`src/rtl/core/dma_pkg.sv`:
```
// ----------------------------------------------------------------------------
// Drive mode arbiter package
// Shared types, codes and helper functions of the drive mode arbiter.
// ----------------------------------------------------------------------------
package dma_pkg;

  // Widths of the item fields and configuration registers
  localparam int unsigned SelW     = 3;
  localparam int unsigned ValueW   = 16;
  localparam int unsigned SpeedW   = 10;
  localparam int unsigned InclineW = 8;
  localparam int unsigned RawW     = 14;
  localparam int unsigned CfgIdxW  = 1;
  localparam int unsigned CfgDataW = 10;

  // Reset values of the clamp registers
  localparam logic [SpeedW-1:0]   MaxSpeedReset   = 10'd120;
  localparam logic [InclineW-1:0] MaxInclineReset = 8'd15;

  // Drive modes
  typedef enum logic [1:0] {
    MODE_IDLE  = 2'd0,
    MODE_PROXY = 2'd1,
    MODE_EMU   = 2'd2
  } mode_e;

  // Event selector codes
  typedef enum logic [SelW-1:0] {
    EV_PROXY    = 3'd0,
    EV_EMULATE  = 3'd1,
    EV_SPEED    = 3'd2,
    EV_INCLINE  = 3'd3,
    EV_CONSOLE  = 3'd4,
    EV_SAFETY   = 3'd5,
    EV_WATCHDOG = 3'd6
  } event_e;

  // Configuration register indexes
  typedef enum logic [CfgIdxW-1:0] {
    CFG_MAX_SPEED   = 1'd0,
    CFG_MAX_INCLINE = 1'd1
  } cfg_idx_e;

  // One input event
  typedef struct packed {
    logic [SelW-1:0]          sel;
    logic                     enable;
    logic signed [ValueW-1:0] value;
    logic                     console_differs;
    logic                     key_is_motion;
  } item_t;

  // Architectural state
  typedef struct packed {
    mode_e               mode;
    logic [SpeedW-1:0]   speed;
    logic [InclineW-1:0] incline;
  } state_t;

  // One result
  typedef struct packed {
    logic                changed;
    logic                emu_entered;
    logic                emu_left;
    mode_e               mode;
    logic [SpeedW-1:0]   speed;
    logic [RawW-1:0]     motor_speed;
    logic [InclineW-1:0] incline;
  } result_t;

  // Clamp a signed request into 0..hi
  function automatic logic [SpeedW-1:0] clamp_value(logic signed [ValueW-1:0] v,
                                                    logic [SpeedW-1:0] hi);
    logic [ValueW-2:0] mag;
    mag = v[ValueW-2:0];
    if (v[ValueW-1]) begin
      return '0;
    end else if (mag > {{(ValueW-1-SpeedW){1'b0}}, hi}) begin
      return hi;
    end else begin
      return mag[SpeedW-1:0];
    end
  endfunction

  // Speed in raw motor units: tenths times ten, as two shifts and an add
  function automatic logic [RawW-1:0] speed_to_raw(logic [SpeedW-1:0] s);
    return {1'b0, s, 3'b000} + {3'b000, s, 1'b0};
  endfunction

endpackage

```
`src/rtl/core/dma_event_logic.sv`:
```
// ----------------------------------------------------------------------------
// Drive mode arbiter event logic
// Applies one event to the current mode and setpoints and forms the result.
// ----------------------------------------------------------------------------
module dma_event_logic (
  input  dma_pkg::item_t                     item_i,
  input  dma_pkg::state_t                    state_i,
  input  logic [dma_pkg::SpeedW-1:0]         max_speed_i,
  input  logic [dma_pkg::InclineW-1:0]       max_incline_i,
  output dma_pkg::state_t                    state_o,
  output dma_pkg::result_t                   result_o
);

  logic                      emu;
  logic                      chg;
  logic                      started;
  logic                      stopped;
  logic [dma_pkg::SpeedW-1:0] clamp_hi;
  logic [dma_pkg::SpeedW-1:0] clamped;
  dma_pkg::state_t           nxt;

  assign emu = (state_i.mode == dma_pkg::MODE_EMU);

  // Clamp limit follows the kind of setpoint
  assign clamp_hi = (item_i.sel == dma_pkg::EV_SPEED) ? max_speed_i
                  : {{(dma_pkg::SpeedW-dma_pkg::InclineW){1'b0}}, max_incline_i};
  assign clamped  = dma_pkg::clamp_value(item_i.value, clamp_hi);

  // Event rules
  always_comb begin
    nxt     = state_i;
    chg     = 1'b0;
    started = 1'b0;
    stopped = 1'b0;
    unique case (item_i.sel) inside
      dma_pkg::EV_PROXY: begin
        if (item_i.enable) begin
          stopped  = emu;
          nxt.mode = dma_pkg::MODE_PROXY;
          chg      = 1'b1;
        end else if (state_i.mode == dma_pkg::MODE_PROXY) begin
          nxt.mode = dma_pkg::MODE_IDLE;
          chg      = 1'b1;
        end
      end
      dma_pkg::EV_EMULATE: begin
        if (item_i.enable) begin
          if (!emu) begin
            nxt.mode    = dma_pkg::MODE_EMU;
            nxt.speed   = '0;
            nxt.incline = '0;
            started     = 1'b1;
            chg         = 1'b1;
          end
        end else if (emu) begin
          nxt.mode = dma_pkg::MODE_IDLE;
          stopped  = 1'b1;
          chg      = 1'b1;
        end
      end
      dma_pkg::EV_SPEED, dma_pkg::EV_INCLINE: begin
        // A setpoint outside emulation enters it with both setpoints zeroed
        if (!emu) begin
          nxt.mode    = dma_pkg::MODE_EMU;
          nxt.speed   = '0;
          nxt.incline = '0;
          started     = 1'b1;
          chg         = 1'b1;
        end
        if (item_i.sel == dma_pkg::EV_SPEED) begin
          nxt.speed = clamped;
        end else begin
          nxt.incline = clamped[dma_pkg::InclineW-1:0];
        end
      end
      dma_pkg::EV_CONSOLE: begin
        // A motion key touched on the console hands control back
        if (item_i.console_differs && item_i.key_is_motion && emu) begin
          nxt.mode = dma_pkg::MODE_PROXY;
          stopped  = 1'b1;
          chg      = 1'b1;
        end
      end
      dma_pkg::EV_SAFETY: begin
        nxt.speed   = '0;
        nxt.incline = '0;
      end
      dma_pkg::EV_WATCHDOG: begin
        nxt.speed   = '0;
        nxt.incline = '0;
        nxt.mode    = dma_pkg::MODE_PROXY;
      end
      default: begin
        nxt = state_i;
      end
    endcase
  end

  assign state_o = nxt;

  // Result fields
  always_comb begin
    result_o.changed     = chg;
    result_o.emu_entered = started;
    result_o.emu_left    = stopped;
    result_o.mode        = nxt.mode;
    result_o.speed       = nxt.speed;
    result_o.motor_speed = dma_pkg::speed_to_raw(nxt.speed);
    result_o.incline     = nxt.incline;
  end

endmodule

```
`src/rtl/core/drive_mode_arbiter.sv`:
```
// ----------------------------------------------------------------------------
// Drive mode arbiter
// Holds the drive mode and setpoints and turns each event into one result.
// ----------------------------------------------------------------------------
// Each event transaction is taken into an input register, applied to the
// mode and setpoint registers by one stage of logic, and its result is held
// in an output register until the downstream side takes it. One event is
// accepted every cycle while results flow; the event passes from the input
// register through the event logic into the output register, which holds it
// while the downstream side stalls. The input stage refills in the same cycle
// that it hands its event on, so the rate is set only by the output register draining.
module drive_mode_arbiter (
  input  logic                          clk_i,
  input  logic                          rst_ni,
  // Configuration write port
  input  logic                          cfg_we_i,
  input  logic [dma_pkg::CfgIdxW-1:0]   cfg_idx_i,
  input  logic [dma_pkg::CfgDataW-1:0]  cfg_wdata_i,
  // Event stream
  input  logic                          s_axis_tvalid,
  output logic                          s_axis_tready,
  // enable[0], setpoint_value[16:1], console_differs[17], key_is_motion[18]
  input  logic [23:0]                   s_axis_tdata,
  // event selector[2:0]
  input  logic [2:0]                    s_axis_tuser,
  // Result stream
  output logic                          m_axis_tvalid,
  input  logic                          m_axis_tready,
  // changed[0], emulation entered[1], emulation left[2], current_mode[4:3],
  // speed_tenths_out[14:5], motor speed[28:15], incline_out[36:29]
  output logic [39:0]                   m_axis_tdata
);

  logic                           in_valid_q;
  dma_pkg::item_t                 in_item_q;
  dma_pkg::state_t                state_q;
  dma_pkg::state_t                state_d;
  logic [dma_pkg::SpeedW-1:0]     max_speed_q;
  logic [dma_pkg::InclineW-1:0]   max_incline_q;
  logic                           out_valid_q;
  dma_pkg::result_t               out_res_q;
  dma_pkg::result_t               res_d;
  logic                           advance;
  dma_pkg::item_t                 item_in;

  // Pipeline control
  assign advance       = in_valid_q && (!out_valid_q || m_axis_tready);
  assign s_axis_tready = !in_valid_q || advance;

  // Unpack the incoming transaction
  always_comb begin
    item_in.sel             = s_axis_tuser;
    item_in.enable          = s_axis_tdata[0];
    item_in.value           = s_axis_tdata[16:1];
    item_in.console_differs = s_axis_tdata[17];
    item_in.key_is_motion   = s_axis_tdata[18];
  end

  // Clamp registers
  always_ff @(posedge clk_i or negedge rst_ni) begin
    if (!rst_ni) begin
      max_speed_q   <= dma_pkg::MaxSpeedReset;
      max_incline_q <= dma_pkg::MaxInclineReset;
    end else if (cfg_we_i) begin
      unique case (cfg_idx_i)
        dma_pkg::CFG_MAX_SPEED:   max_speed_q   <= cfg_wdata_i;
        dma_pkg::CFG_MAX_INCLINE: max_incline_q <= cfg_wdata_i[dma_pkg::InclineW-1:0];
        default:                  max_speed_q   <= max_speed_q;
      endcase
    end
  end

  // Input register
  always_ff @(posedge clk_i or negedge rst_ni) begin
    if (!rst_ni) begin
      in_valid_q <= 1'b0;
    end else if (s_axis_tready) begin
      in_valid_q <= s_axis_tvalid;
    end
  end

  always_ff @(posedge clk_i) begin
    if (s_axis_tready && s_axis_tvalid) begin
      in_item_q <= item_in;
    end
  end

  // Event rules
  dma_event_logic u_event_logic (
    .item_i        (in_item_q),
    .state_i       (state_q),
    .max_speed_i   (max_speed_q),
    .max_incline_i (max_incline_q),
    .state_o       (state_d),
    .result_o      (res_d)
  );

  // Mode and setpoint registers
  always_ff @(posedge clk_i or negedge rst_ni) begin
    if (!rst_ni) begin
      state_q.mode    <= dma_pkg::MODE_IDLE;
      state_q.speed   <= '0;
      state_q.incline <= '0;
    end else if (advance) begin
      state_q <= state_d;
    end
  end

  // Output register
  always_ff @(posedge clk_i or negedge rst_ni) begin
    if (!rst_ni) begin
      out_valid_q <= 1'b0;
    end else if (advance) begin
      out_valid_q <= 1'b1;
    end else if (m_axis_tready) begin
      out_valid_q <= 1'b0;
    end
  end

  always_ff @(posedge clk_i) begin
    if (advance) begin
      out_res_q <= res_d;
    end
  end

  // Pack the outgoing transaction
  assign m_axis_tvalid = out_valid_q;
  assign m_axis_tdata  = {3'b000,
                          out_res_q.incline,
                          out_res_q.motor_speed,
                          out_res_q.speed,
                          out_res_q.mode,
                          out_res_q.emu_left,
                          out_res_q.emu_entered,
                          out_res_q.changed};

  // Assertions
  a_started_in_emu : assert property (@(posedge clk_i) disable iff (!rst_ni)
    out_valid_q && out_res_q.emu_entered |-> out_res_q.mode == dma_pkg::MODE_EMU)
    else $error("emulation start reported outside emulation");

  a_stopped_left_emu : assert property (@(posedge clk_i) disable iff (!rst_ni)
    out_valid_q && out_res_q.emu_left |-> out_res_q.mode != dma_pkg::MODE_EMU)
    else $error("emulation stop reported while still emulating");

  a_start_stop_excl : assert property (@(posedge clk_i) disable iff (!rst_ni)
    out_valid_q |-> !(out_res_q.emu_entered && out_res_q.emu_left))
    else $error("emulation both started and stopped");

  a_raw_scale : assert property (@(posedge clk_i) disable iff (!rst_ni)
    out_valid_q |-> out_res_q.motor_speed == dma_pkg::speed_to_raw(out_res_q.speed))
    else $error("raw speed does not match setpoint");

  a_state_holds : assert property (@(posedge clk_i) disable iff (!rst_ni)
    !advance |=> $stable(state_q))
    else $error("state changed without an event");

endmodule
```
`config.mk`:
```
export PLATFORM = sky130hd
export DESIGN_NAME = drive_mode_arbiter
export DESIGN_NICKNAME = d
export VERILOG_FILES = /design/src/rtl/core/dma_pkg.sv /design/src/rtl/core/dma_event_logic.sv /design/src/rtl/core/drive_mode_arbiter.sv
export SDC_FILE = /design/constraint.sdc
export NUM_CORES = 1
export LEC_CHECK = 0
export BUFFER_PORTS_ARGS = -buffer_cell sky130_fd_sc_hd__buf_2
export CAP_MARGIN = 40
export CORE_UTILIZATION = 45
export DETAILED_ROUTE_END_ITERATION = 10
export GPL_ROUTABILITY_DRIVEN = 1
export PLACE_DENSITY = 0.67
export SKIP_CTS_REPAIR_TIMING = 1
export SLEW_MARGIN = 20
export SYNTH_ARGS = -nofsm -noshare
export SYNTH_HDL_FRONTEND = slang
export SYNTH_SLANG_ARGS = --single-unit
```
`constraint.sdc`:
```
create_clock -name clk_i -period 5.9 [get_ports clk_i]
set_clock_uncertainty 0.15 [all_clocks]
set_input_delay 0.295 -clock clk_i [delete_from_list [all_inputs] [get_ports clk_i]]
set_output_delay 0.295 -clock clk_i [all_outputs]
set_load 0.01 [all_outputs]
```
Word-level counts from Yosys, hierarchy flattened
Index checks and enable logic that the tools add are counted.
Storage, ports and cells
  input bits: 43
  output and inout port bits: 42
  bits in registers: 99
Cells by class
  add/sub/neg operators: 1
  muxes and demuxes: 28
  eq/ne operators: 8
  bitwise operators: 1
  $lt $le $gt $ge: 1
  reduce and logical (&&, ||, !) cells: 14
Operators with widths (count)
  case mux 18 bit (3 select lines): 1
  2-to-1 mux 10 bit: 4
  2-to-1 mux 20 bit: 1
  2-to-1 mux 18 bit: 1
  greater-than comparator 15 x 10 -> 1 bit: 1
  adder 13 x 11 -> 14 bit: 1
  2-to-1 mux 1 bit: 11
  2-to-1 mux 2 bit: 5
  case mux 2 bit (5 select lines): 1
  equality test 3 bit (second input constant): 3
  2-to-1 mux 8 bit: 1
  equality test 3 x 2 -> 1 bit (second input constant): 2
  logical AND 1 bit: 4
  case mux 1 bit (4 select lines): 1
  AND reduction 2 bit: 2
  OR reduction 2 bit: 2
  equality test 3 x 1 -> 1 bit (second input constant): 1
  zero test 3 bit: 1
  case mux 1 bit (3 select lines): 1
  equality test 2 x 1 -> 1 bit (second input constant): 1
  equality test 2 bit (second input constant): 1
  zero test 1 bit: 2
  logical OR 1 bit: 2
  case mux 1 bit (2 select lines): 1
  2 further kinds: 2

Logic depth before layout (Yosys ltp)
Gate-level depths: netlist of the first run.
  word-level depth: 8
  depth in mapped cells: 22
  mapped depth without buffers: 22

Cells and area by module
Synthesis of the first run repeated with hierarchy kept, for this count alone.
Unflattened totals
  cell total of the unflattened synthesis: 381
  area total of the unflattened synthesis: 4913.5 sq um
By module, submodules not included
  drive_mode_arbiter: area each 3400.8 sq um, times used 1, seq. area each 2782.7 sq um, cells an instance 153
  dma_event_logic: area each 1512.7 sq um, times used 1, seq. area each 0.0 sq um, cells an instance 228

Worst setup path after synthesis of the first run
Ideal clock, no wire load.
  kind: register to register
  start: register in_item_q[20] (netlist bit)
  end: register out_res_q (netlist bit m_axis_tdata[27]) (data pin)
  required time: 5.492 ns
  cell stages (with the launch flop): 21
  arrival: 4.304 ns
  clock period less this slack: 4.712 ns
  setup slack: 1.188 ns
  cell sequence: edfxtp_1 -> clkbuf_1 -> nand2_1 -> nor2_2 -> mux2_2 -> ha_1 -> nand3_1 -> nor3_1 -> o21ai_0 -> nand2_2 -> buf_2 -> a21oi_1 -> o21ai_0 -> ha_1 -> a21o_1 -> a21oi_1 -> o21ai_0 -> o21ba_2 -> o31ai_1 -> a21oi_2 -> xnor2_1
RTL lines
  start: declaration: RTL line drive_mode_arbiter.sv:35  | dma_pkg::item_t in_item_q;
  start signal: assignment: RTL line drive_mode_arbiter.sv:84  | in_item_q <= item_in;
  end signal: assignment: RTL line drive_mode_arbiter.sv:122  | out_res_q <= res_d;
  end: declaration: RTL line drive_mode_arbiter.sv:41  | dma_pkg::result_t out_res_q;

==> reports/results.tsv, run 1 <==
metric	value	unit
CP Launch Type	flip-flop	
antenna cells	0	
CTS Buf Count	9	
Peak VDD IR	0.000142	V
largest net degree at the start of global routing	42	
Die W	102	um
Post-Syn Area	4500	um2
Post-DP Area	5050	um2
count of final max-slew check failures	0	
via/cell ratio	5.04	
Initial DRC Count	139	
crit path kind	reg -> reg	
RSZ-0062 raised after global routing	no	
final period utilization	89.7	%
fillcell total	849	
CTS tree	done	
initial antenna violation count	0	
Worst EP required	5.86	ns
remaining antenna violation count	0	
maximum clock path buffer count	2	
initial core utilization	46.2	%
drt drc	0	
Post-DP HPWL	6.21	mm
Synth Warn #	0	
Inst Count DP	582	
synthesized flop and latch total	96	
Syn Inst Count	379	
Mapped Avg Cell Area	11.9	um2
leakage power figure	2.34	nW
Total Power	1.50	mW
final hold vios	0	
Hold Crit Class	in -> reg	
worst rel slew slack	64.0	%
fin area	5480	um2
Slew @ Worst Pin	0.535	ns
CP arrival	5.26	ns
nets	550	
Synth cell types	49	
I/O pins	85	
total negative slack	0	ns
area grow syn2layout	22.0	%
Final Routed Wirelength	8.54	mm
gr usage total	16.9	%
layout cells sized above 1	28.0	%
first-pass GRT wire length	13.3	mm
Max H-tree Level	3	
later-pin clock latency in the skew report	0.37	ns
vias after detailed routing	3142	
port buffer count	75	
GPL Wtd Cong	0.823	
aggregate global routing overflow	0	
number of global-route vias before repair	2889	
final number of setup-violating endpoints	0	
async set-or-reset flop fraction in the synthesized netlist	41.7	%
DIE AREA	10400	um2
number of flops mapped to enable cells by yosys	56	
DRT Pass-1 Iters	4	
Synth Flop Type	edfxtp_1	
die height	102	um
Core ar.	9730	um2
clock root buffer	clkbuf_8	
CP Capture Type	flip-flop	
clk sinks	96	
crit path time final	5.29	ns
Power Density	273	nW/um2
CP max FO	15	
outcome	completed	
# rows	36	
sequential area share after synthesis	59.9	%
Wirelength per Cell	13.7	um
Max Clock Freq	189	MHz
clock-pin slew of the registers on the worst-case setup and hold paths	0.10	ns
Max-Cap Viols	0	
non-filler cells, final	623	
cells in the final DEF (no fill, tap or decap), drive strengths merged, types with 3 or more instances in the layout:
cell,n
buf,83
edfxtp,56
nand2,53
o21ai,47
dfrtp,32
dlygate4sd3,24
ha,21
mux2,20
nor2,20
inv,19
a21oi,18
clkbuf,10
mux2i,8
dfstp,8
nand2b,7
nand3,5
nor3,5
a21o,4
o21a,4
a31oi,4
xnor2,4
conb,4
clkinv,4
a211oi,3
nand3b,3
a21boi,3
synth_stat cells, types with 5 or more instances:
master | n | area [um2]
ha_1 | 21 | 263
mux2_2 | 20 | 225
nand3_1 | 5 | 25.0
nor2_1 | 19 | 71.3
buf_4 | 6 | 45.0
o21ai_0 | 46 | 230
dfstp_2 | 8 | 210
nand2_1 | 52 | 195
clkbuf_1 | 8 | 30.0
dfrtp_1 | 32 | 801
inv_1 | 15 | 56.3
edfxtp_1 | 56 | 1680
nand2b_1 | 7 | 43.8
mux2i_1 | 8 | 80.1
a21oi_1 | 17 | 85.1
routing by layer:
| metal | share of wire (%) | up-vias | routed length (um) | GRT usage [%] |
|---|---|---|---|---|
| met5 | 0 | - | 0 | 0 |
| met4 | 2.0 | 0 | 172 | 7.25 |
| met3 | 4.5 | 14 | 387 | 3.35 |
| met2 | 49 | 84 | 4160 | 28.0 |
| met1 | 45 | 1474 | 3820 | 21.8 |
| li1 | - | 1570 | - | - |
through the flow:
stage / utilization, % / hold WS, ns / setup WS (ns)
floorplan: - / -0.151 / 1.19
global placement: 51.4 / 0.311 / 0.730
detailed placement: 51.9 / 0.109 / 0.566
CTS: 53.8 / -0.303 / 0.562
global route: 56.4 / 0.00706 / 0.152
finish: 56.4 / 0.0197 / 0.607
kinds of logic (layout without fill, tap and decap cells):
group | Yosys count | in the layout | share of synthesized area (%)
multiplexers | 28 | 28 | 6.79
flip-flops | 96 | 96 | 59.9
adder cells (fa/ha/maj) | 22 | 22 | 6.29
other | 1 | 4 | 0.0834
buffers and inverters | 32 | 140 | 3.20
AO/OA/AOI/OAI | 93 | 93 | 12.4
AND/OR/NAND/NOR | 102 | 102 | 10.3
XOR/XNOR | 5 | 5 | 0.974
state kept, by name, indices dropped and copies added, names as in the netlist:
signal	cells
m_axis_tvalid	1
in_valid_q	1
state_q	20
in_item_q	22
max_incline_q	8
m_axis_tdata	34
max_speed_q	10
worst max-delay path, stage by stage (launching register included):
cell and delay (ns):
edfxtp_1 0.55, inv_1 0.22, nand2_1 0.11, nor2_2 0.09, buf_4 0.22, mux2_2 0.37, ha_1 0.28, nand3_1 0.10
nor3_1 0.05, o21ai_0 0.32, nand2_2 0.26, nor2_1 0.16, a21oi_1 0.07, o21ai_0 0.43, ha_1 0.32, a21o_1 0.19
a21oi_1 0.22, o21ai_0 0.14, o21ba_2 0.23, o31ai_1 0.32, a21oi_2 0.11, xnor2_1 0.13
final timing paths:
| kind | start | cells after the start | end | slack [ns] |
|---|---|---|---|---|
| worst min-delay path | cfg_wdata_i[9] | 2 | max_speed_q[9] | 0.02 |
| worst min register to register | state_q[10] | 2 | state_q[10] | 0.34 |
| worst max register to register | in_item_q[19] | 21 | m_axis_tdata[27] | 0.61 |
| worst max-delay path | in_item_q[19] | 21 | m_axis_tdata[27] | 0.61 |
| max in group asynchronous | rst_ni | 3 | max_incline_q[0] | 4.82 |
| min in group asynchronous | rst_ni | 2 | max_incline_q[4] | 0.25 |
cell type report:
type / instances / area, um2 / area share (%)
sequential: 96 / 2690 / 49.1
multi-input combinational: 254 / 1670 / 30.5
timing repair buffer: 108 / 711 / 13.0
tap: 133 / 166 / 3.03
clock buffer: 9 / 124 / 2.26
clock inverter: 7 / 60.1 / 1.10
inverter: 16 / 60.1 / 1.10
where the power goes:
| part | switching, mW | internal (mW) | leakage, nW |
|---|---|---|---|
| logic | 0.152 | 0.117 | 1.20 |
| registers | 0.0321 | 0.793 | 1.05 |
| clock network | 0.243 | 0.162 | 0.0965 |
| total | 0.427 | 1.07 | 2.34 |
(Power assumes the default switching activity.)
==> inputs of run 2 (changes only) <==
--- a/config.mk
+++ b/config.mk
@@ -10,9 +10,10 @@
 export CORE_UTILIZATION = 45
 export DETAILED_ROUTE_END_ITERATION = 10
 export GPL_ROUTABILITY_DRIVEN = 1
-export PLACE_DENSITY = 0.67
+export PLACE_DENSITY = 0.66
 export SKIP_CTS_REPAIR_TIMING = 1
 export SLEW_MARGIN = 20
 export SYNTH_ARGS = -nofsm -noshare
 export SYNTH_HDL_FRONTEND = slang
+export SYNTH_HIERARCHICAL = 1
 export SYNTH_SLANG_ARGS = --single-unit
==> reports/results.tsv, run 2 <==
metric	value	unit	change
later-pin clock latency in the skew report	0.36	ns	about the same
leakage power figure	2.50	nW	+6.9%
first-pass GRT wire length	13.4	mm	+0.83%
number of global-route vias before repair	2855		-1.2%
die height	106	um	+4.5%
Slowest cell on crit path	edfxtp_1		
Initial DRC Count	156		+12%
Final Core Density	54.5	%	-1.8 points
CP Launch Point	in_item_q[19]		
largest net degree at the start of global routing	38		-9.5%
I/O pins	85		unchanged
ranking of synthesized cells by area	edfxtp_1, dfrtp_1, mux2_4		
CTS Buf Count	9		unchanged
crit path kind	reg -> reg		
most common cell after layout, fill and taps aside	buf_2		
Synth top cells by count	edfxtp_1, nand2_1, dfrtp_1		
# rows	37		+2.8%
RSZ-0062 raised after global routing	no		
Post-DP HPWL	6.08	mm	-2.0%
final period utilization	92.7	%	+3.0 points
Max Clock Freq	183	MHz	-3.3%
via/cell ratio	5.03		-0.33%
layout cells sized above 1	33.4	%	+5.4 points
Hold Crit Start	cfg_wdata_i[9]		
Wirelength per Cell	14.0	um	+2.1%
initial core utilization	47.0	%	+0.76 points
count of final max-slew check failures	0		unchanged
Max-Cap Viols	0		unchanged
crit path time final	5.47	ns	+0.178 ns
Peak VDD IR	0.000141	V	-0.68%
area leader, netlist	edfxtp_1		
Slew @ Worst Pin	0.598	ns	+0.0636 ns
Synth Flop Type	edfxtp_1		
nets	527		-4.2%
maximum clock path buffer count	2		unchanged
worst rel slew slack	59.7	%	-4.2 points
Die W	106	um	+4.5%
Synth Warn #	6		+6
Mapped Avg Cell Area	12.9	um2	+8.7%
vias after detailed routing	3031		-3.5%
GPL Wtd Cong	0.753		-8.5%
port buffer count	76		+1.3%
most frequent cells in the layout	buf_2, edfxtp_1, nand2_1, dfrtp_1, dlygate4sd3_1		
Core ar.	10500	um2	+7.5%
post-synth top area share	36.1	%	-1.3 points
synthesized flop and latch total	99		+3.1%
clk sinks	99		+3.1%
Slowest Stage Delay on Critical Path	0.59	ns	+0.04 ns
DRT Pass-1 Iters	6		+2
DIE AREA	11300	um2	+9.1%
sequential area share after synthesis	56.6	%	-3.3 points
aggregate global routing overflow	0		unchanged
outcome	completed		
CP Launch Type	flip-flop		
clock root buffer	clkbuf_8		
Final Routed Wirelength	8.44	mm	-1.2%
top-count cell post-synth	edfxtp_1		
Synth cell types	50		+2.0%
CP Capture Type	flip-flop		
area grow syn2layout	16.1	%	
Largest register FFs	37		+8.8%
async set-or-reset flop fraction in the synthesized netlist	40.4	%	-1.3 points
antenna cells	0		unchanged
CP Cell Sequence	nor3b_1, buf_4, mux2_2, ha_1, nand3b_1, a211oi_1, a2111oi_4, a21oi_2, buf_4, o21ai_1, o21ai_1, ha_1, inv_1, fa_1, nor2b_1, o21ai_0, a21boi_0, o21ai_0, a21oi_1, nor2_1, xnor2_1		
drt drc	0		unchanged
Post-Syn Area	4910	um2	+9.3%
remaining antenna violation count	0		unchanged
final number of setup-violating endpoints	0		unchanged
RR Startpoint	in_item_q[19]		
initial antenna violation count	0		unchanged
Worst EP required	5.86	ns	about the same
Power Density	273	nW/um2	about the same
gr usage total	15.4	%	-1.5 points
CP max FO	15		unchanged
number of flops mapped to enable cells by yosys	59		+5.4%
final hold vios	0		unchanged
Hold Crit Class	in -> reg		
total negative slack	0	ns	unchanged
CP arrival	5.43	ns	+0.17 ns
Syn Inst Count	381		+0.53%
CTS tree	done		
Max H-tree Level	3		unchanged
clock-pin slew of the registers on the worst-case setup and hold paths	0.09	ns	about the same
-- run 2: per-layer routing --
layer | share of wire (%) | global-route usage (%)
met1 | 49 | 21.5
met2 | 45 | 23.7
met4 | 1.2 | 6.16
met5 | 0 | 0
met3 | 4.2 | 3.00
-- run 2: through the flow --
step | hold WS, ns | worst slack (ns) | instance area, um2 | total power, mW | std cells
2_1_floorplan | -0.151 | 1.09 | 4920 | 1.07 | 383
3_3_place_gp | 0.317 | 0.528 | 5240 | 1.12 | 561
3_5_place_dp | 0.114 | 0.425 | 5270 | 1.14 | 563
4_1_cts | -0.288 | 0.388 | 5470 | 1.56 | 579
5_1_grt | 0.0108 | 0.0346 | 5710 | 1.64 | 603
6_report | 0.0274 | 0.429 | 5710 | 1.56 | 603
-- run 2: logic make-up (layout without fill, tap and decap cells) --
family / after synthesis / count (layout) / share of synthesized area (%)
other cells: 2 / 4 / 0.153
simple gates: 83 / 83 / 8.61
compound gates: 72 / 72 / 9.27
xor+xnor: 4 / 4 / 0.713
mux: 48 / 48 / 12.2
buf+inv: 51 / 135 / 6.65
fa+ha+maj: 22 / 22 / 5.76
flops: 99 / 99 / 56.6
-- run 2: layout make-up --
cell class / instances / area, um2
fillers: 917 / 4760
flip-flops and latches: 99 / 2780
multi-input cells: 233 / 1810
repair buffers: 109 / 712
well taps: 136 / 170
clock buffers: 11 / 131
clock inverters: 5 / 61.3
inverters: 10 / 37.5
-- run 2: power by group --
part	internal, mW	leakage [nW]	switching, mW
Sequential	0.821	1.08	0.0336
Combinational	0.131	1.33	0.149
Clock	0.199	0.0979	0.225
Total	1.15	2.50	0.408
-- run 2: final timing paths --
check | endpoint | slack, ns | depth (start not counted)
worst max-delay path | m_axis_tdata[26] | 0.43 | 21
worst min-delay path | max_speed_q[9] | 0.03 | 2
worst max register to register | m_axis_tdata[26] | 0.43 | 21
worst min register to register | max_speed_q[0] | 0.36 | 1
max in group asynchronous | max_speed_q[4] | 4.81 | 3
min in group asynchronous | max_incline_q[5] | 0.26 | 2
-- run 2: worst max-delay path, delay by kind of cell (launching register included) --
kind | cells | cell delay, ns
AO/OA/AOI/OAI | 9 | 2.00
adder cells (fa/ha/maj) | 3 | 0.81
AND/OR/NAND/NOR | 4 | 0.63
flip-flops | 1 | 0.59
buffers and inverters | 3 | 0.53
multiplexers | 1 | 0.38
XOR/XNOR | 1 | 0.12
